<file path="src/sv/assert_macros.svh">
`ifndef ASSERT_MACROS_SVH
`define ASSERT_MACROS_SVH

// Same-cycle implication, disabled while in reset.
`define ASSERT_IMPLY(lbl, ck, rn, ante, cons) \
    lbl: assert property (@(posedge ck) disable iff (!rn) (ante) |-> (cons)) \
        else $error("same-cycle check failed");

// Next-cycle implication, disabled while in reset.
`define ASSERT_NEXT(lbl, ck, rn, ante, cons) \
    lbl: assert property (@(posedge ck) disable iff (!rn) (ante) |=> (cons)) \
        else $error("next-cycle check failed");

`endif

</file>
<file path="src/sv/rlwt_pkg.sv">
package rlwt_pkg;

    localparam int REQ_TYPE_W  = 2;
    localparam int REQUESTER_W = 2;
    localparam int RESOURCE_W  = 1;
    localparam int TIMEOUT_W   = 8;

    localparam logic [REQ_TYPE_W-1:0] REQ_ACQUIRE = 2'd0;
    localparam logic [REQ_TYPE_W-1:0] REQ_RELEASE = 2'd1;
    localparam logic [REQ_TYPE_W-1:0] REQ_TICK    = 2'd2;

    localparam logic OUTCOME_GRANT   = 1'b0;
    localparam logic OUTCOME_TIMEOUT = 1'b1;

    typedef enum logic [1:0] {
        ST_IDLE,
        ST_EXEC,
        ST_SCAN
    } ctrl_state_t;

    typedef struct packed {
        logic load;
        logic exec;
        logic step;
    } dp_cmd_t;

    typedef struct packed {
        logic out_free;
        logic exec_emits;
        logic scan_hit;
        logic scan_last;
    } dp_status_t;

endpackage

</file>
<file path="src/sv/rlwt_in_if.sv">
interface rlwt_in_if import rlwt_pkg::*; ();
    logic                   valid;
    logic                   ready;
    logic [REQ_TYPE_W-1:0]  req_type;
    logic [REQUESTER_W-1:0] requester;
    logic [RESOURCE_W-1:0]  resource;
    logic [TIMEOUT_W-1:0]   timeout_ticks;

    modport source (
        output valid, req_type, requester, resource, timeout_ticks,
        input  ready
    );

    modport sink (
        input  valid, req_type, requester, resource, timeout_ticks,
        output ready
    );
endinterface

</file>
<file path="src/sv/rlwt_out_if.sv">
interface rlwt_out_if import rlwt_pkg::*; ();
    logic                   valid;
    logic                   ready;
    logic [REQUESTER_W-1:0] target;
    logic [RESOURCE_W-1:0]  target_resource;
    logic                   outcome;
    logic                   last;

    modport source (
        output valid, target, target_resource, outcome, last,
        input  ready
    );

    modport sink (
        input  valid, target, target_resource, outcome, last,
        output ready
    );
endinterface

</file>
<file path="src/sv/resource_lock_with_timeout.sv">
// Lock manager with timeout. Requesters acquire and release named resources; a busy
// resource makes the requester wait up to timeout_ticks ticks, and release hands the
// resource to the lowest-numbered waiter. Each result names the woken requester, the
// resource and the outcome (grant or timeout); last marks the final result of a
// transaction. One transaction is worked at a time: an acquire or release is accepted,
// then executed against the lock state; a tick is accepted, then the expiry scan
// visits one requester per cycle (an expiring requester waits for room in the output
// register) and can emit one timeout per cycle. A full output register that is not
// drained stalls the execute or scan step. A new transaction is accepted only once the
// previous one is done: after its execute step, or after the scan has visited the last requester.
`include "assert_macros.svh"

module resource_lock_with_timeout import rlwt_pkg::*; #(
    parameter int NUM_REQUESTERS = 4,
    parameter int NUM_RESOURCES  = 2,
    parameter int TIMEOUT_BITS   = 8
) (
    input logic        clk,
    input logic        rst_n,
    rlwt_in_if.sink    request,
    rlwt_out_if.source result
);

    dp_cmd_t    dp_cmd;
    dp_status_t dp_status;

    rlwt_ctrl u_ctrl (
        .clk      (clk),
        .rst_n    (rst_n),
        .in_valid (request.valid),
        .in_type  (request.req_type),
        .status   (dp_status),
        .in_ready (request.ready),
        .cmd      (dp_cmd)
    );

    rlwt_dp #(
        .NUM_REQUESTERS (NUM_REQUESTERS),
        .NUM_RESOURCES  (NUM_RESOURCES),
        .TIMEOUT_BITS   (TIMEOUT_BITS)
    ) u_dp (
        .clk              (clk),
        .rst_n            (rst_n),
        .in_req_type      (request.req_type),
        .in_requester     (request.requester),
        .in_resource      (request.resource),
        .in_timeout_ticks (request.timeout_ticks),
        .cmd              (dp_cmd),
        .status           (dp_status),
        .out_ch           (result)
    );

    // a result is only produced when the output register can take it
    `ASSERT_IMPLY(a_exec_room, clk, rst_n, dp_cmd.exec && dp_status.exec_emits, dp_status.out_free)
    `ASSERT_IMPLY(a_scan_room, clk, rst_n, dp_cmd.step && dp_status.scan_hit, dp_status.out_free)
    // no new transaction while one is being worked
    `ASSERT_IMPLY(a_busy_no_accept, clk, rst_n, request.ready, !(dp_cmd.exec || dp_cmd.step))
    // acquire/release executes right after accept unless the output is blocked
    `ASSERT_NEXT(a_exec_follows, clk, rst_n, dp_cmd.load && (request.req_type != REQ_TICK), dp_cmd.exec || !dp_status.out_free)

endmodule

</file>
<file path="src/sv/rlwt_ctrl.sv">
module rlwt_ctrl import rlwt_pkg::*; (
    input  logic                  clk,
    input  logic                  rst_n,
    input  logic                  in_valid,
    input  logic [REQ_TYPE_W-1:0] in_type,
    input  dp_status_t            status,
    output logic                  in_ready,
    output dp_cmd_t               cmd
);

    ctrl_state_t state_reg;
    ctrl_state_t state_next;

    always_ff @(posedge clk or negedge rst_n)
    begin
        if (!rst_n)
        begin
            state_reg <= ST_IDLE;
        end
        else
        begin
            state_reg <= state_next;
        end
    end

    always_comb
    begin
        state_next = state_reg;
        cmd        = '0;
        in_ready   = 1'b0;
        unique case (state_reg)
            ST_IDLE:
            begin
                in_ready = 1'b1;
                if (in_valid)
                begin
                    cmd.load   = 1'b1;
                    state_next = (in_type == REQ_TICK) ? ST_SCAN : ST_EXEC;
                end
            end
            ST_EXEC:
            begin
                // hold while a result is due and the output register is full
                if (!status.exec_emits || status.out_free)
                begin
                    cmd.exec   = 1'b1;
                    state_next = ST_IDLE;
                end
            end
            ST_SCAN:
            begin
                if (!status.scan_hit || status.out_free)
                begin
                    cmd.step = 1'b1;
                    if (status.scan_last)
                    begin
                        state_next = ST_IDLE;
                    end
                end
            end
            default:
            begin
                state_next = ST_IDLE;
            end
        endcase
    end

endmodule

</file>
<file path="src/sv/rlwt_dp.sv">
module rlwt_dp import rlwt_pkg::*; #(
    parameter int NUM_REQUESTERS = 4,
    parameter int NUM_RESOURCES  = 2,
    parameter int TIMEOUT_BITS   = 8
) (
    input  logic                   clk,
    input  logic                   rst_n,
    input  logic [REQ_TYPE_W-1:0]  in_req_type,
    input  logic [REQUESTER_W-1:0] in_requester,
    input  logic [RESOURCE_W-1:0]  in_resource,
    input  logic [TIMEOUT_W-1:0]   in_timeout_ticks,
    input  dp_cmd_t                cmd,
    output dp_status_t             status,
    rlwt_out_if.source             out_ch
);

    localparam int RQ_IW    = (NUM_REQUESTERS > 1) ? $clog2(NUM_REQUESTERS) : 1;
    localparam int RS_IW    = (NUM_RESOURCES > 1) ? $clog2(NUM_RESOURCES) : 1;
    localparam int RQ_CMP_W = ((RQ_IW > REQUESTER_W) ? RQ_IW : REQUESTER_W) + 1;
    localparam int RS_CMP_W = ((RS_IW > RESOURCE_W) ? RS_IW : RESOURCE_W) + 1;
    localparam int CD_CMP_W = (TIMEOUT_BITS > TIMEOUT_W) ? TIMEOUT_BITS : TIMEOUT_W;

    // latched transaction
    logic [REQ_TYPE_W-1:0]  item_type_reg, item_type_next;
    logic [REQUESTER_W-1:0] item_rq_reg, item_rq_next;
    logic [RESOURCE_W-1:0]  item_rs_reg, item_rs_next;
    logic [TIMEOUT_W-1:0]   item_to_reg, item_to_next;

    // lock state
    logic [NUM_RESOURCES-1:0]  holder_valid_reg, holder_valid_next;
    logic [RQ_IW-1:0]          holder_reg [NUM_RESOURCES];
    logic [RQ_IW-1:0]          holder_next [NUM_RESOURCES];
    logic [NUM_REQUESTERS-1:0] awaited_valid_reg, awaited_valid_next;
    logic [RS_IW-1:0]          awaited_res_reg [NUM_REQUESTERS];
    logic [RS_IW-1:0]          awaited_res_next [NUM_REQUESTERS];
    logic [TIMEOUT_BITS-1:0]   countdown_reg [NUM_REQUESTERS];
    logic [TIMEOUT_BITS-1:0]   countdown_next [NUM_REQUESTERS];

    // tick scan
    logic [NUM_REQUESTERS-1:0] tmo_mask_reg, tmo_mask_next;
    logic [RQ_IW-1:0]          scan_idx_reg, scan_idx_next;

    // output register
    logic                   out_valid_reg, out_valid_next;
    logic [REQUESTER_W-1:0] out_target_reg, out_target_next;
    logic [RESOURCE_W-1:0]  out_res_reg, out_res_next;
    logic                   out_outcome_reg, out_outcome_next;
    logic                   out_last_reg, out_last_next;

    logic [RQ_IW-1:0]          rq_idx;
    logic [RS_IW-1:0]          rs_idx;
    logic                      item_ok;
    logic                      is_acq;
    logic                      can_grant;
    logic                      to_zero;
    logic [CD_CMP_W-1:0]       to_ext;
    logic [TIMEOUT_BITS-1:0]   cd_load;
    logic [NUM_REQUESTERS-1:0] wmask;
    logic [RQ_IW-1:0]          win;
    logic                      win_found;
    logic                      exec_emits;
    logic                      out_free;
    logic                      scan_hit;
    logic                      scan_last;
    logic [NUM_REQUESTERS-1:0] mask_rest;
    logic                      emit_exec;
    logic                      emit_scan;

    assign rq_idx  = RQ_IW'(item_rq_reg);
    assign rs_idx  = RS_IW'(item_rs_reg);
    assign is_acq  = (item_type_reg == REQ_ACQUIRE);
    assign item_ok = ((item_type_reg == REQ_ACQUIRE) || (item_type_reg == REQ_RELEASE))
                     && (RQ_CMP_W'(item_rq_reg) < RQ_CMP_W'(NUM_REQUESTERS))
                     && (RS_CMP_W'(item_rs_reg) < RS_CMP_W'(NUM_RESOURCES));

    assign can_grant = !holder_valid_reg[rs_idx] || (holder_reg[rs_idx] == rq_idx);
    assign to_zero   = (item_to_reg == '0);
    assign to_ext    = CD_CMP_W'(item_to_reg);
    assign cd_load   = (to_ext > CD_CMP_W'({TIMEOUT_BITS{1'b1}})) ? {TIMEOUT_BITS{1'b1}}
                                                                  : TIMEOUT_BITS'(to_ext);

    // waiters on the released resource, the releaser itself excluded
    always_comb
    begin
        win = '0;
        for (int i = 0; i < NUM_REQUESTERS; i++)
        begin
            wmask[i] = awaited_valid_reg[i] && (awaited_res_reg[i] == rs_idx)
                       && (RQ_IW'(i) != rq_idx);
        end
        for (int i = NUM_REQUESTERS - 1; i >= 0; i--)
        begin
            if (wmask[i])
            begin
                win = RQ_IW'(i);
            end
        end
    end

    assign win_found  = |wmask;
    assign exec_emits = item_ok && (is_acq ? (can_grant || to_zero) : win_found);
    assign out_free   = !out_valid_reg || out_ch.ready;
    assign scan_hit   = tmo_mask_reg[scan_idx_reg];
    assign scan_last  = (scan_idx_reg == RQ_IW'(NUM_REQUESTERS - 1));
    assign mask_rest  = (tmo_mask_reg >> scan_idx_reg) >> 1;
    assign emit_exec  = cmd.exec && exec_emits;
    assign emit_scan  = cmd.step && scan_hit;

    assign status.out_free   = out_free;
    assign status.exec_emits = exec_emits;
    assign status.scan_hit   = scan_hit;
    assign status.scan_last  = scan_last;

    always_comb
    begin
        item_type_next     = item_type_reg;
        item_rq_next       = item_rq_reg;
        item_rs_next       = item_rs_reg;
        item_to_next       = item_to_reg;
        holder_valid_next  = holder_valid_reg;
        holder_next        = holder_reg;
        awaited_valid_next = awaited_valid_reg;
        awaited_res_next   = awaited_res_reg;
        countdown_next     = countdown_reg;
        tmo_mask_next      = tmo_mask_reg;
        scan_idx_next      = scan_idx_reg;
        out_valid_next     = out_valid_reg;
        out_target_next    = out_target_reg;
        out_res_next       = out_res_reg;
        out_outcome_next   = out_outcome_reg;
        out_last_next      = out_last_reg;

        if (cmd.load)
        begin
            item_type_next = in_req_type;
            item_rq_next   = in_requester;
            item_rs_next   = in_resource;
            item_to_next   = in_timeout_ticks;
            if (in_req_type == REQ_TICK)
            begin
                // all countdowns move at once; expiries are drained by the scan
                for (int i = 0; i < NUM_REQUESTERS; i++)
                begin
                    tmo_mask_next[i] = (countdown_reg[i] == '0) && awaited_valid_reg[i];
                    if (countdown_reg[i] != '0)
                    begin
                        countdown_next[i] = countdown_reg[i] - TIMEOUT_BITS'(1);
                    end
                end
                scan_idx_next = '0;
            end
        end

        if (cmd.exec && item_ok)
        begin
            awaited_valid_next[rq_idx] = 1'b0;
            if (is_acq)
            begin
                if (can_grant)
                begin
                    holder_valid_next[rs_idx] = 1'b1;
                    holder_next[rs_idx]       = rq_idx;
                    countdown_next[rq_idx]    = '0;
                end
                else if (to_zero)
                begin
                    countdown_next[rq_idx] = '0;
                end
                else
                begin
                    countdown_next[rq_idx]     = cd_load;
                    awaited_valid_next[rq_idx] = 1'b1;
                    awaited_res_next[rq_idx]   = rs_idx;
                end
            end
            else
            begin
                holder_valid_next[rs_idx] = 1'b0;
                if (win_found)
                begin
                    holder_valid_next[rs_idx] = 1'b1;
                    holder_next[rs_idx]       = win;
                    awaited_valid_next[win]   = 1'b0;
                    countdown_next[win]       = '0;
                end
            end
        end

        if (cmd.step)
        begin
            if (scan_hit)
            begin
                awaited_valid_next[scan_idx_reg] = 1'b0;
            end
            scan_idx_next = scan_idx_reg + RQ_IW'(1);
        end

        if (emit_exec)
        begin
            out_valid_next   = 1'b1;
            out_target_next  = is_acq ? item_rq_reg : REQUESTER_W'(win);
            out_res_next     = item_rs_reg;
            out_outcome_next = (is_acq && !can_grant) ? OUTCOME_TIMEOUT : OUTCOME_GRANT;
            out_last_next    = 1'b1;
        end
        else if (emit_scan)
        begin
            out_valid_next   = 1'b1;
            out_target_next  = REQUESTER_W'(scan_idx_reg);
            out_res_next     = RESOURCE_W'(awaited_res_reg[scan_idx_reg]);
            out_outcome_next = OUTCOME_TIMEOUT;
            out_last_next    = (mask_rest == '0);
        end
        else if (out_ch.ready)
        begin
            out_valid_next = 1'b0;
        end
    end

    always_ff @(posedge clk or negedge rst_n)
    begin
        if (!rst_n)
        begin
            holder_valid_reg  <= '0;
            awaited_valid_reg <= '0;
            countdown_reg     <= '{default: '0};
            tmo_mask_reg      <= '0;
            scan_idx_reg      <= '0;
            out_valid_reg     <= 1'b0;
        end
        else
        begin
            holder_valid_reg  <= holder_valid_next;
            awaited_valid_reg <= awaited_valid_next;
            countdown_reg     <= countdown_next;
            tmo_mask_reg      <= tmo_mask_next;
            scan_idx_reg      <= scan_idx_next;
            out_valid_reg     <= out_valid_next;
        end
    end

    always_ff @(posedge clk)
    begin
        item_type_reg   <= item_type_next;
        item_rq_reg     <= item_rq_next;
        item_rs_reg     <= item_rs_next;
        item_to_reg     <= item_to_next;
        holder_reg      <= holder_next;
        awaited_res_reg <= awaited_res_next;
        out_target_reg  <= out_target_next;
        out_res_reg     <= out_res_next;
        out_outcome_reg <= out_outcome_next;
        out_last_reg    <= out_last_next;
    end

    assign out_ch.valid           = out_valid_reg;
    assign out_ch.target          = out_target_reg;
    assign out_ch.target_resource = out_res_reg;
    assign out_ch.outcome         = out_outcome_reg;
    assign out_ch.last            = out_last_reg;

endmodule

</file>
<file path="src/flat_wrapper.sv">
// flat-port wrapper written by rule: the top's interface ports become plain ports
module resource_lock_with_timeout_flat import rlwt_pkg::*;
#(
    parameter int NUM_REQUESTERS = 4,
    parameter int NUM_RESOURCES  = 2,
    parameter int TIMEOUT_BITS   = 8
)
  (clk, rst_n, request_valid, request_req_type, request_requester, request_resource, request_timeout_ticks, request_ready, result_valid, result_target, result_target_resource, result_outcome, result_last, result_ready);
  rlwt_in_if request_i ();
  rlwt_out_if result_i ();
  input logic clk;
  input logic rst_n;
  input wire logic [$bits(request_i.valid)-1:0] request_valid;
  input wire logic [$bits(request_i.req_type)-1:0] request_req_type;
  input wire logic [$bits(request_i.requester)-1:0] request_requester;
  input wire logic [$bits(request_i.resource)-1:0] request_resource;
  input wire logic [$bits(request_i.timeout_ticks)-1:0] request_timeout_ticks;
  output wire logic [$bits(request_i.ready)-1:0] request_ready;
  output wire logic [$bits(result_i.valid)-1:0] result_valid;
  output wire logic [$bits(result_i.target)-1:0] result_target;
  output wire logic [$bits(result_i.target_resource)-1:0] result_target_resource;
  output wire logic [$bits(result_i.outcome)-1:0] result_outcome;
  output wire logic [$bits(result_i.last)-1:0] result_last;
  input wire logic [$bits(result_i.ready)-1:0] result_ready;
  assign request_i.valid = request_valid;
  assign request_i.req_type = request_req_type;
  assign request_i.requester = request_requester;
  assign request_i.resource = request_resource;
  assign request_i.timeout_ticks = request_timeout_ticks;
  assign request_ready = request_i.ready;
  assign result_valid = result_i.valid;
  assign result_target = result_i.target;
  assign result_target_resource = result_i.target_resource;
  assign result_outcome = result_i.outcome;
  assign result_last = result_i.last;
  assign result_i.ready = result_ready;
  resource_lock_with_timeout #(.NUM_REQUESTERS(NUM_REQUESTERS), .NUM_RESOURCES(NUM_RESOURCES), .TIMEOUT_BITS(TIMEOUT_BITS)) u_core (.clk(clk), .rst_n(rst_n), .request(request_i), .result(result_i));
endmodule
</file>
<file path="config.mk">
export PLATFORM = sky130hd
export DESIGN_NAME = resource_lock_with_timeout_flat
export DESIGN_NICKNAME = d
export VERILOG_FILES = /design/src/sv/rlwt_pkg.sv /design/src/sv/rlwt_in_if.sv /design/src/sv/rlwt_out_if.sv /design/src/sv/resource_lock_with_timeout.sv /design/src/sv/rlwt_ctrl.sv /design/src/sv/rlwt_dp.sv /design/src/flat_wrapper.sv
export VERILOG_INCLUDE_DIRS = /design/src /design/src/sv
export SDC_FILE = /design/constraint.sdc
export NUM_CORES = 1
export LEC_CHECK = 0
export ABC_CLOCK_PERIOD_IN_PS = 3080
export BUFFER_PORTS_ARGS = -buffer_cell sky130_fd_sc_hd__buf_2
export CAP_MARGIN = 20
export CELL_PAD_IN_SITES_DETAIL_PLACEMENT = 1
export CELL_PAD_IN_SITES_GLOBAL_PLACEMENT = 1
export CORE_ASPECT_RATIO = 1.75
export CORE_UTILIZATION = 50
export CTS_BUF_LIST = sky130_fd_sc_hd__clkbuf_8
export DETAILED_ROUTE_END_ITERATION = 8
export GPL_TIMING_DRIVEN = 0
export PLACE_DENSITY = 0.82
export SYNTH_ARGS = -nofsm -noshare
export SYNTH_HDL_FRONTEND = slang
export SYNTH_SLANG_ARGS = --single-unit
</file>
<file path="constraint.sdc">
create_clock -name clk -period 3.08 [get_ports clk]
set_input_delay 0.616 -clock clk [delete_from_list [all_inputs] [get_ports clk]]
set_output_delay 0.616 -clock clk [all_outputs]
set_load 0.05 [all_outputs]
</file>
==> results.py, run 1 <==
metrics = {
    "global_route": {
        "gr-total-overflow": 0,
        "grt_usage": 0.2832,
        "grt_pass1_wl_um": 17890,
        "first_global_vias": 3510,
        "grt_max_degree": 48,
        "antenna_found_initial": 0,
    },
    "worst_setup_path": {
        "crit-reg2reg-launch": "u_core.u_ctrl.state_reg[0]",
        "setup.worst_path.class": "register to register",
        "r2r-end": "u_core.u_dp.countdown_reg[0]",
        "cp.required_ps": 3330,
        "rrSetupSlack_ps": 250,
        "cp-start-kind": "register",
        "slowest_delay_ps": 470,
        "slowest_stage": "clkbuf_1",
        "crit_chain": "nor2_1 > nand2_1 > inv_1 > and2_1 > clkbuf_1 > clkbuf_1 > nand2_1 > xnor2_1 > a22o_1",
        "path_delay_family": "buffers and inverters",
        "crit_path_max_fanout": 15,
        "crit_path_end_kind": "register",
        "cp.arrival_ps": 3080,
        "path_buf_inv": 3,
        "rr_worst_depth": 9,
    },
    "finish": {
        "drive_gt1_frac": 0.1481,
        "largest_register_ff_count": 32,
        "multi_input_area_um2": 1893,
        "syn2layout_area_growth_pct": 10.34,
        "fin_util": 0.5729,
        "nFillCells": 856,
        "nNetsFinal": 436,
        "antenna_cells": 0,
        "seq_area_um2": 1947,
    },
    "synth": {
        "yosys-mux-area-fraction": 0.03510,
        "yosysWarnings": 0,
        "async_flop_share": 0.6438,
        "yosysTopAreaCell": "dfrtp_1",
        "synth_edf_count": 25,
        "syn_inst": 372,
        "synthTopCellsByArea": "dfrtp_1 (30%), edfxtp_1 (19%), xnor2_1 (4.0%)",
        "synth_top_area_share": 0.2973,
        "ys_types": 58,
        "yosysSeqAreaShare": 0.4921,
        "synth_compound_area_frac": 0.1584,
        "synth-simple-area-share": 0.1739,
        "synthFlopType": "dfrtp_1",
        "synthesis.area_um2": 3956,
        "synthAdderAreaFrac": 0.03795,
        "synthXorXnorAreaFrac": 0.07306,
        "synth_nets": 401,
        "syn_avg_cell_area_um2": 10.64,
        "synth_top_family_by_area": "simple AND/OR/NAND/NOR gates",
        "ys_seq_elements": 73,
    },
    "clock_tree": {
        "cts_root_buffer": "clkbuf_8",
        "cts_hold_buf": 0,
        "cts.sinks": 73,
        "post-cts-setup-buffers": 0,
        "cts_tree": "done",
        "clk_latency_ps": 350,
        "cts_buffer_depth": 2,
        "cts_made_buffers": 9,
        "ctsResizeCount": 0,
        "htreeDepth": 3,
        "clk_pin_slew_ps": 70,
    },
    "power_and_ir_drop": {
        "peakVddDrop_mv": 0.4320,
        "powerDensity_nw_per_um2": 807.4,
        "power_leakage_uw": 0.001774,
    },
    "die": {
        "start_util": 0.5192,
        "core_um2": 7620,
        "die-area_um2": 8286,
        "die_w_um": 69.24,
        "ios": 24,
        "rows": 42,
        "die_y_um": 119.7,
    },
    "sta": {
        "timing.fmax_mhz": 352.8,
        "tns_ps": 0,
        "tightest_slew_ps": 653.6,
        "timing.final.max_slew_violations": 0,
        "max_slew_margin": 0.5643,
        "clock-skew-final_ps": 6.851,
        "period_minus_slack_ps": 2835,
        "setup_viol": 0,
        "worst_slack_ps": 245.3,
        "period_share": 0.9203,
        "hold_viol": 0,
        "rsz0062_at_grt": "false",
    },
    "placed_design": {
        "dp_slack_ps": 140.4,
        "gp_congestion": 0.8441,
        "io_buffers": 23,
        "dp_hpwl_um": 8332,
    },
    "route": {
        "postRouteAntennaNets": 0,
        "firstDrtPassIters": 4,
        "num_vias": 3118,
        "wl_per_cell_um": 21.73,
        "vias_per_cell": 6.236,
        "wl_um": 10870,
        "drc": 0,
        "first_iter_violations": 195,
    },
    "hold_path": {
        "hold_class": "input port to asynchronous set/reset pin",
    },
    "run": {
        "maxCapViolations": 0,
    },
    "status": {
        "outcome": "finished clean",
    },
}
## Yosys cell counts (6+ instances only)
| cell type | count |
|---|---|
| o21ai_0 | 13 |
| dfrtp_1 | 47 |
| o22ai_1 | 13 |
| nor2_1 | 19 |
| nand2b_1 | 6 |
| nand3_1 | 18 |
| o2bb2ai_1 | 9 |
| inv_1 | 18 |
| xor2_1 | 15 |
| edfxtp_1 | 25 |
| a21oi_1 | 7 |
| xnor2_1 | 18 |
| mux2i_1 | 6 |
| or2_2 | 6 |
| nor4_1 | 9 |
| nand2_1 | 40 |
| ha_1 | 12 |
| and2_1 | 7 |
## cell type report
type | count | area share
Clock inverter | 6 | 0.006019
Timing Repair Buffer | 24 | 0.03095
Buffer | 10 | 0.01118
Tap cell | 88 | 0.02522
Clock buffer | 10 | 0.03153
Inverter | 18 | 0.01548
Multi-Input combinational cell | 271 | 0.4336
Sequential cell | 73 | 0.4460
## kinds of logic (layout without fill, tap and decap cells)
family | Yosys count | count (layout)
simple gates | 133 | 133
compound gates | 82 | 82
flops | 73 | 73
xor+xnor | 33 | 33
buf+inv | 28 | 68
fa+ha+maj | 12 | 12
mux | 11 | 11
## where the power goes
part           total (uW)  leakage (uW)  switching [uW]  internal [uW]
clock network         646     0.0000959             344            301
registers            1630      0.000823             303           1330
logic                1250      0.000855             738            508
total                3520       0.00177            1390           2140
## layout by cell type (no fill, tap or decap), types with 12 or more instances in the layout
master	netlist	routed
ha_1	12	12
nor2_1	19	19
o21ai_0	13	13
xnor2_1	18	18
dfrtp_1	47	47
xor2_1	15	15
edfxtp_1	25	25
nand3_1	18	18
inv_1	18	20
o22ai_1	13	13
buf_2	3	26
nand2_1	40	40
## worst max path at each step
stage | cells past startpoint | slack [ps] | endpoint | start
2_1_floorplan | 10 | 270 | u_core.u_dp.countdown_reg[9] | u_core.u_ctrl.state_reg[0]
3_3_place_gp | 9 | 250 | u_core.u_dp.countdown_reg[22] | request_valid
3_5_place_dp | 9 | 140 | u_core.u_dp.countdown_reg[22] | request_valid
4_1_cts | 9 | 260 | u_core.u_dp.countdown_reg[22] | u_core.u_ctrl.state_reg[0]
5_1_grt | 10 | 40 | u_core.u_dp.countdown_reg[9] | u_core.u_ctrl.state_reg[0]
6_report | 9 | 250 | u_core.u_dp.countdown_reg[0] | u_core.u_ctrl.state_reg[0]
## per-layer routing
metal | up-vias | share of wire | track usage
met1 | 1577 | 0.37 | 0.2995
met3 | 35 | 0.027 | 0.05374
met4 | 0 | 0.043 | 0.1569
li1 | 1435 | - | -
met5 | - | 0 | 0
met2 | 71 | 0.56 | 0.5176
## metrics by stage
stage	power [uW]	instances	hold WS, ps	instance area (um2)
floorplan	2494	372	320.4	3956
global placement	2791	483	450.9	4182
detailed placement	2881	483	464.3	4182
CTS	3530	499	422.9	4345
global route	3737	500	99.02	4365
finish	3525	500	101.5	4365
Note: power is estimated with default switching activity, not from simulation.
==> run 2: changes to the inputs <==
Settings changed: CORE_MARGIN from default to 4.
==> run 2 against run 1 <==
  * Clock-buffer cell count rose by 1
  * Largest cell class unchanged
  * Via count rose by 0.48%
  * Highest routed layer unchanged
  * Critical path type unchanged
  * Largest power group unchanged
  * Worst hold slack got worse by 5.4 ps
==> results.py, run 2 (same netlist as run 1, synthesis figures left out) <==
metrics = {
    "power_and_ir_drop": {
        "power_leakage_uw": 0.001784,
        "peakVddDrop_mv": 0.4183,
        "powerDensity_nw_per_um2": 810.5,
    },
    "die": {
        "start_util": 0.5192,
        "die_w_um": 75.24,
        "ios": 24,
        "die_y_um": 125.7,
        "rows": 42,
        "core_um2": 7620,
        "die-area_um2": 9455,
    },
    "route": {
        "drc": 0,
        "num_vias": 3133,
        "wl_um": 11010,
        "vias_per_cell": 6.266,
        "wl_per_cell_um": 22.02,
        "postRouteAntennaNets": 0,
        "firstDrtPassIters": 4,
        "first_iter_violations": 191,
    },
    "sta": {
        "clock-skew-final_ps": 13.13,
        "timing.fmax_mhz": 358.9,
        "setup_viol": 0,
        "timing.final.max_slew_violations": 0,
        "tns_ps": 0,
        "period_share": 0.9046,
        "period_minus_slack_ps": 2786,
        "max_slew_margin": 0.5329,
        "tightest_slew_ps": 696.5,
        "rsz0062_at_grt": "false",
        "hold_viol": 0,
    },
    "worst_setup_path": {
        "crit_path_max_fanout": 15,
        "crit_path_end_kind": "register",
        "cp.arrival_ps": 3030,
        "cp.required_ps": 3330,
        "cp-start-kind": "register",
        "setup.worst_path.class": "register to register",
    },
    "clock_tree": {
        "cts.sinks": 73,
        "clk_pin_slew_ps": 80,
        "cts_hold_buf": 0,
        "post-cts-setup-buffers": 0,
        "cts_tree": "done",
        "cts_made_buffers": 9,
        "cts_root_buffer": "clkbuf_8",
        "cts_buffer_depth": 2,
        "htreeDepth": 3,
        "clk_latency_ps": 360,
        "ctsResizeCount": 0,
    },
    "finish": {
        "instances_no_fill": 500,
        "drive_gt1_frac": 0.1432,
        "nFillCells": 857,
        "largest_register_ff_count": 32,
        "final_area_um2": 4372,
        "final_common_cell": "dfrtp_1",
        "final_cell_mix": "dfrtp_1 (47), nand2_1 (40), buf_2 (26), edfxtp_1 (25), inv_1 (23)",
        "nNetsFinal": 436,
        "syn2layout_area_growth_pct": 10.50,
        "antenna_cells": 0,
    },
    "hold_path": {
        "hold_class": "input port to asynchronous set/reset pin",
    },
    "placed_design": {
        "gp_congestion": 0.8674,
        "io_buffers": 23,
        "dp_hpwl_um": 8411,
        "dpl_cell_area_um2": 4182,
        "dpl.cell_count": 483,
    },
    "global_route": {
        "antenna_found_initial": 0,
        "grt_max_degree": 48,
        "grt_pass1_wl_um": 17960,
        "first_global_vias": 3379,
        "gr-total-overflow": 0,
        "grt_usage": 0.2606,
    },
    "status": {
        "outcome": "finished clean",
    },
    "run": {
        "maxCapViolations": 0,
    },
}
-- run 2: layer usage --
metal,GRT usage,share of wire
met3,0.05104,0.033
met2,0.4609,0.57
met1,0.2838,0.35
met5,0,0
met4,0.1298,0.044
-- run 2: cell type report --
class | instances | area (um2) | share of cell area
sequential | 73 | 1947 | 0.4453
buffer | 10 | 48.80 | 0.01116
tap | 88 | 110.1 | 0.02519
inverter | 18 | 67.56 | 0.01546
multi-input combinational | 271 | 1893 | 0.4330
clock buffer | 11 | 151.4 | 0.03463
clock inverter | 5 | 18.77 | 0.004293
timing repair buffer | 24 | 135.1 | 0.03091
-- run 2: path summary, 6_finish.rpt --
kind | slack (ps) | cells past startpoint | from | endpoint
min | 100 | 1 | rst_n | u_core.u_dp.countdown_reg[27]
max reg2reg | 290 | 10 | u_core.u_ctrl.state_reg[0] | u_core.u_dp.countdown_reg[9]
max | 290 | 10 | u_core.u_ctrl.state_reg[0] | u_core.u_dp.countdown_reg[9]
min in group clk | 420 | 1 | request_timeout_ticks[3] | u_core.u_dp.item_to_reg[3]
max in group asynchronous | 2480 | 2 | rst_n | u_core.u_dp.tmo_mask_reg[3]
min reg2reg | 470 | 2 | u_core.u_dp.out_ch.last | u_core.u_dp.out_ch.last
-- run 2: critical path: stages (launching register included) --
cell      delay, ps
dfrtp_1         400
nor2_1          140
nand2_1          90
inv_1           420
and2_1          210
clkbuf_1        340
clkbuf_1        490
nand2_1         210
nand2_1         120
o21ai_0          80
a22o_1          180
-- run 2: per-stage QoR --
stage	power (uW)	hold slack, ps	util	setup WS, ps
finish	3543	96.04	0.5737	293.8
global route	3794	92.86	0.5737	29.07
CTS	3562	406.0	0.5711	293.5
detailed placement	2878	462.6	0.5488	157.0
global placement	2790	450.3	0.5488	240.3
floorplan	2494	320.4	-	265.8
-- run 2: power by group --
part	switching, uW	internal, uW	total, uW
logic	738	507	1250
registers	307	1330	1640
clock network	337	322	659
total	1380	2160	3540
==> run 3: changes to the inputs <==
Settings changed: BUFFER_PORTS_ARGS -buffer_cell sky130_fd_sc_hd__buf_2 to default, CORE_UTILIZATION 50 to 53, DONT_BUFFER_PORTS from default to 1.
==> run 3 against run 2 <==
  * Sequential share of layout area up 0.36 points
  * Clock-buffer cell count fell by 2
  * Register-to-register slack improved by 70 ps
  * Sequential cell count unchanged
  * First-iteration DRC count down 10%
  * Clock power up 38%
==> results.py, run 3 (same netlist as run 1, synthesis figures left out) <==
metrics = {
    "power_and_ir_drop": {
        "peakVddDrop_mv": 0.5313,
        "power_leakage_uw": 0.001702,
        "powerDensity_nw_per_um2": 874.1,
    },
    "die": {
        "die_w_um": 73.31,
        "rows": 41,
        "die-area_um2": 8965,
        "ios": 24,
        "die_y_um": 122.3,
        "core_um2": 7233,
        "start_util": 0.5470,
    },
    "finish": {
        "final_common_cell": "dfrtp_1",
        "syn2layout_area_growth_pct": 9.614,
        "nNetsFinal": 413,
        "fin_util": 0.5996,
        "antenna_cells": 0,
        "largest_register_ff_count": 32,
        "final_area_um2": 4337,
        "final_cell_mix": "dfrtp_1 (47), nand2_1 (40), edfxtp_1 (25)",
        "drive_gt1_frac": 0.1054,
    },
    "status": {
        "outcome": "finished clean",
    },
    "sta": {
        "worst_slack_ps": 366.3,
        "period_share": 0.8811,
        "clock-skew-final_ps": 7.800,
        "setup_viol": 0,
        "max_slew_margin": 0.5497,
        "rsz0062_at_grt": "false",
        "hold_viol": 0,
        "timing.final.max_slew_violations": 0,
        "timing.fmax_mhz": 368.5,
        "tightest_slew_ps": 673.3,
        "period_minus_slack_ps": 2714,
    },
    "route": {
        "postRouteAntennaNets": 0,
        "vias_per_cell": 6.415,
        "num_vias": 3047,
        "wl_um": 11080,
        "first_iter_violations": 171,
        "wl_per_cell_um": 23.33,
        "firstDrtPassIters": 4,
        "drc": 0,
    },
    "clock_tree": {
        "cts.sinks": 73,
        "cts_root_buffer": "clkbuf_8",
        "clk_pin_slew_ps": 80,
        "post-cts-setup-buffers": 0,
        "clk_latency_ps": 370,
        "cts_made_buffers": 9,
        "cts_buffer_depth": 2,
        "htreeDepth": 3,
        "cts_tree": "done",
    },
    "worst_setup_path": {
        "slowest_stage": "edfxtp_1",
        "path_delay_family": "flip-flops",
        "cp.required_ps": 3200,
        "slowest_delay_ps": 630,
        "setup.worst_path.class": "register to register",
        "crit_chain": "buf_6 > mux2i_1 > xor2_1 > a21boi_2 > nor2_1 > nand3_1 > mux2_2",
        "crit_path_max_fanout": 10,
        "cp-start-kind": "register",
        "path_buf_inv": 1,
        "crit_path_end_kind": "register",
        "cp.arrival_ps": 2830,
    },
    "global_route": {
        "antenna_found_initial": 0,
        "first_global_vias": 3374,
        "grt_pass1_wl_um": 17640,
        "grt_max_degree": 48,
        "grt_usage": 0.2687,
        "gr-total-overflow": 0,
    },
    "placed_design": {
        "gp_congestion": 0.8833,
        "dpl_cell_area_um2": 4064,
        "dp_hpwl_um": 8252,
        "dp_slack_ps": -380.6,
        "io_buffers": 0,
    },
    "run": {
        "maxCapViolations": 0,
    },
    "hold_path": {
        "hold_class": "input port to asynchronous set/reset pin",
    },
}
-- run 3: worst register-to-register path, stage by stage (launching register included) --
cell and delay (ps):
edfxtp_1 630, buf_6 220, mux2i_1 230, xor2_1 360, a21boi_2 190, nor2_1 200
nand3_1 260, mux2_2 370
-- run 3: worst paths after layout --
kind,start,end,cells after the start,slack [ps]
setup / recovery,u_core.u_dp.item_rs_reg,u_core.u_dp.out_ch.target_resource,7,370
hold / removal,rst_n,u_core.u_dp.countdown_reg[28],1,80
setup reg to reg,u_core.u_dp.item_rs_reg,u_core.u_dp.out_ch.target_resource,7,370
hold reg to reg,u_core.u_dp.tmo_mask_reg[0],u_core.u_dp.tmo_mask_reg[0],2,520
max in group asynchronous,rst_n,u_core.u_dp.tmo_mask_reg[3],1,2770
min in group clk,request_resource,u_core.u_dp.item_rs_reg,0,340
-- run 3: cell type report --
type | instances | area, um2
Timing Repair Buffer | 1 | 27.53
Clock buffer | 9 | 123.9
Sequential cell | 73 | 1947
Clock inverter | 7 | 108.9
Multi-Input combinational cell | 271 | 1901
Buffer | 10 | 50.05
Tap cell | 86 | 107.6
Fill cell | 803 | 2897
Inverter | 18 | 71.32
-- run 3: repair_timing --
action	in CTS	in global routing
hold endpoints to repair	47	0
endpoints found under the setup margin	28	27
hold buffers	1	0
resized for setup	2	2
-- run 3: layer usage --
layer	wire length [um]	track usage	vias up
li1	-	-	1393
met1	4001	0.2782	1561
met2	6303	0.4961	65
met3	342	0.05328	28
met4	434	0.1361	0
met5	0	0	-
-- run 3: power by group --
group          internal [uW]  switching (uW)  total [uW]
Clock                    530             378         907
Combinational            496             691        1190
Sequential              1330             367        1700
-- run 3: metrics by stage --
| stage | setup TNS (ps) | power, uW | instances | hold slack [ps] |
|---|---|---|---|---|
| floorplan | 0 | 2494 | 372 | 320.4 |
| global placement | -4538 | 2749 | 458 | 321.6 |
| detailed placement | -6078 | 2848 | 458 | 321.7 |
| CTS | 0 | 3788 | 475 | 89.84 |
| global route | 0 | 3995 | 475 | 86.25 |
| finish | 0 | 3791 | 475 | 84.89 |
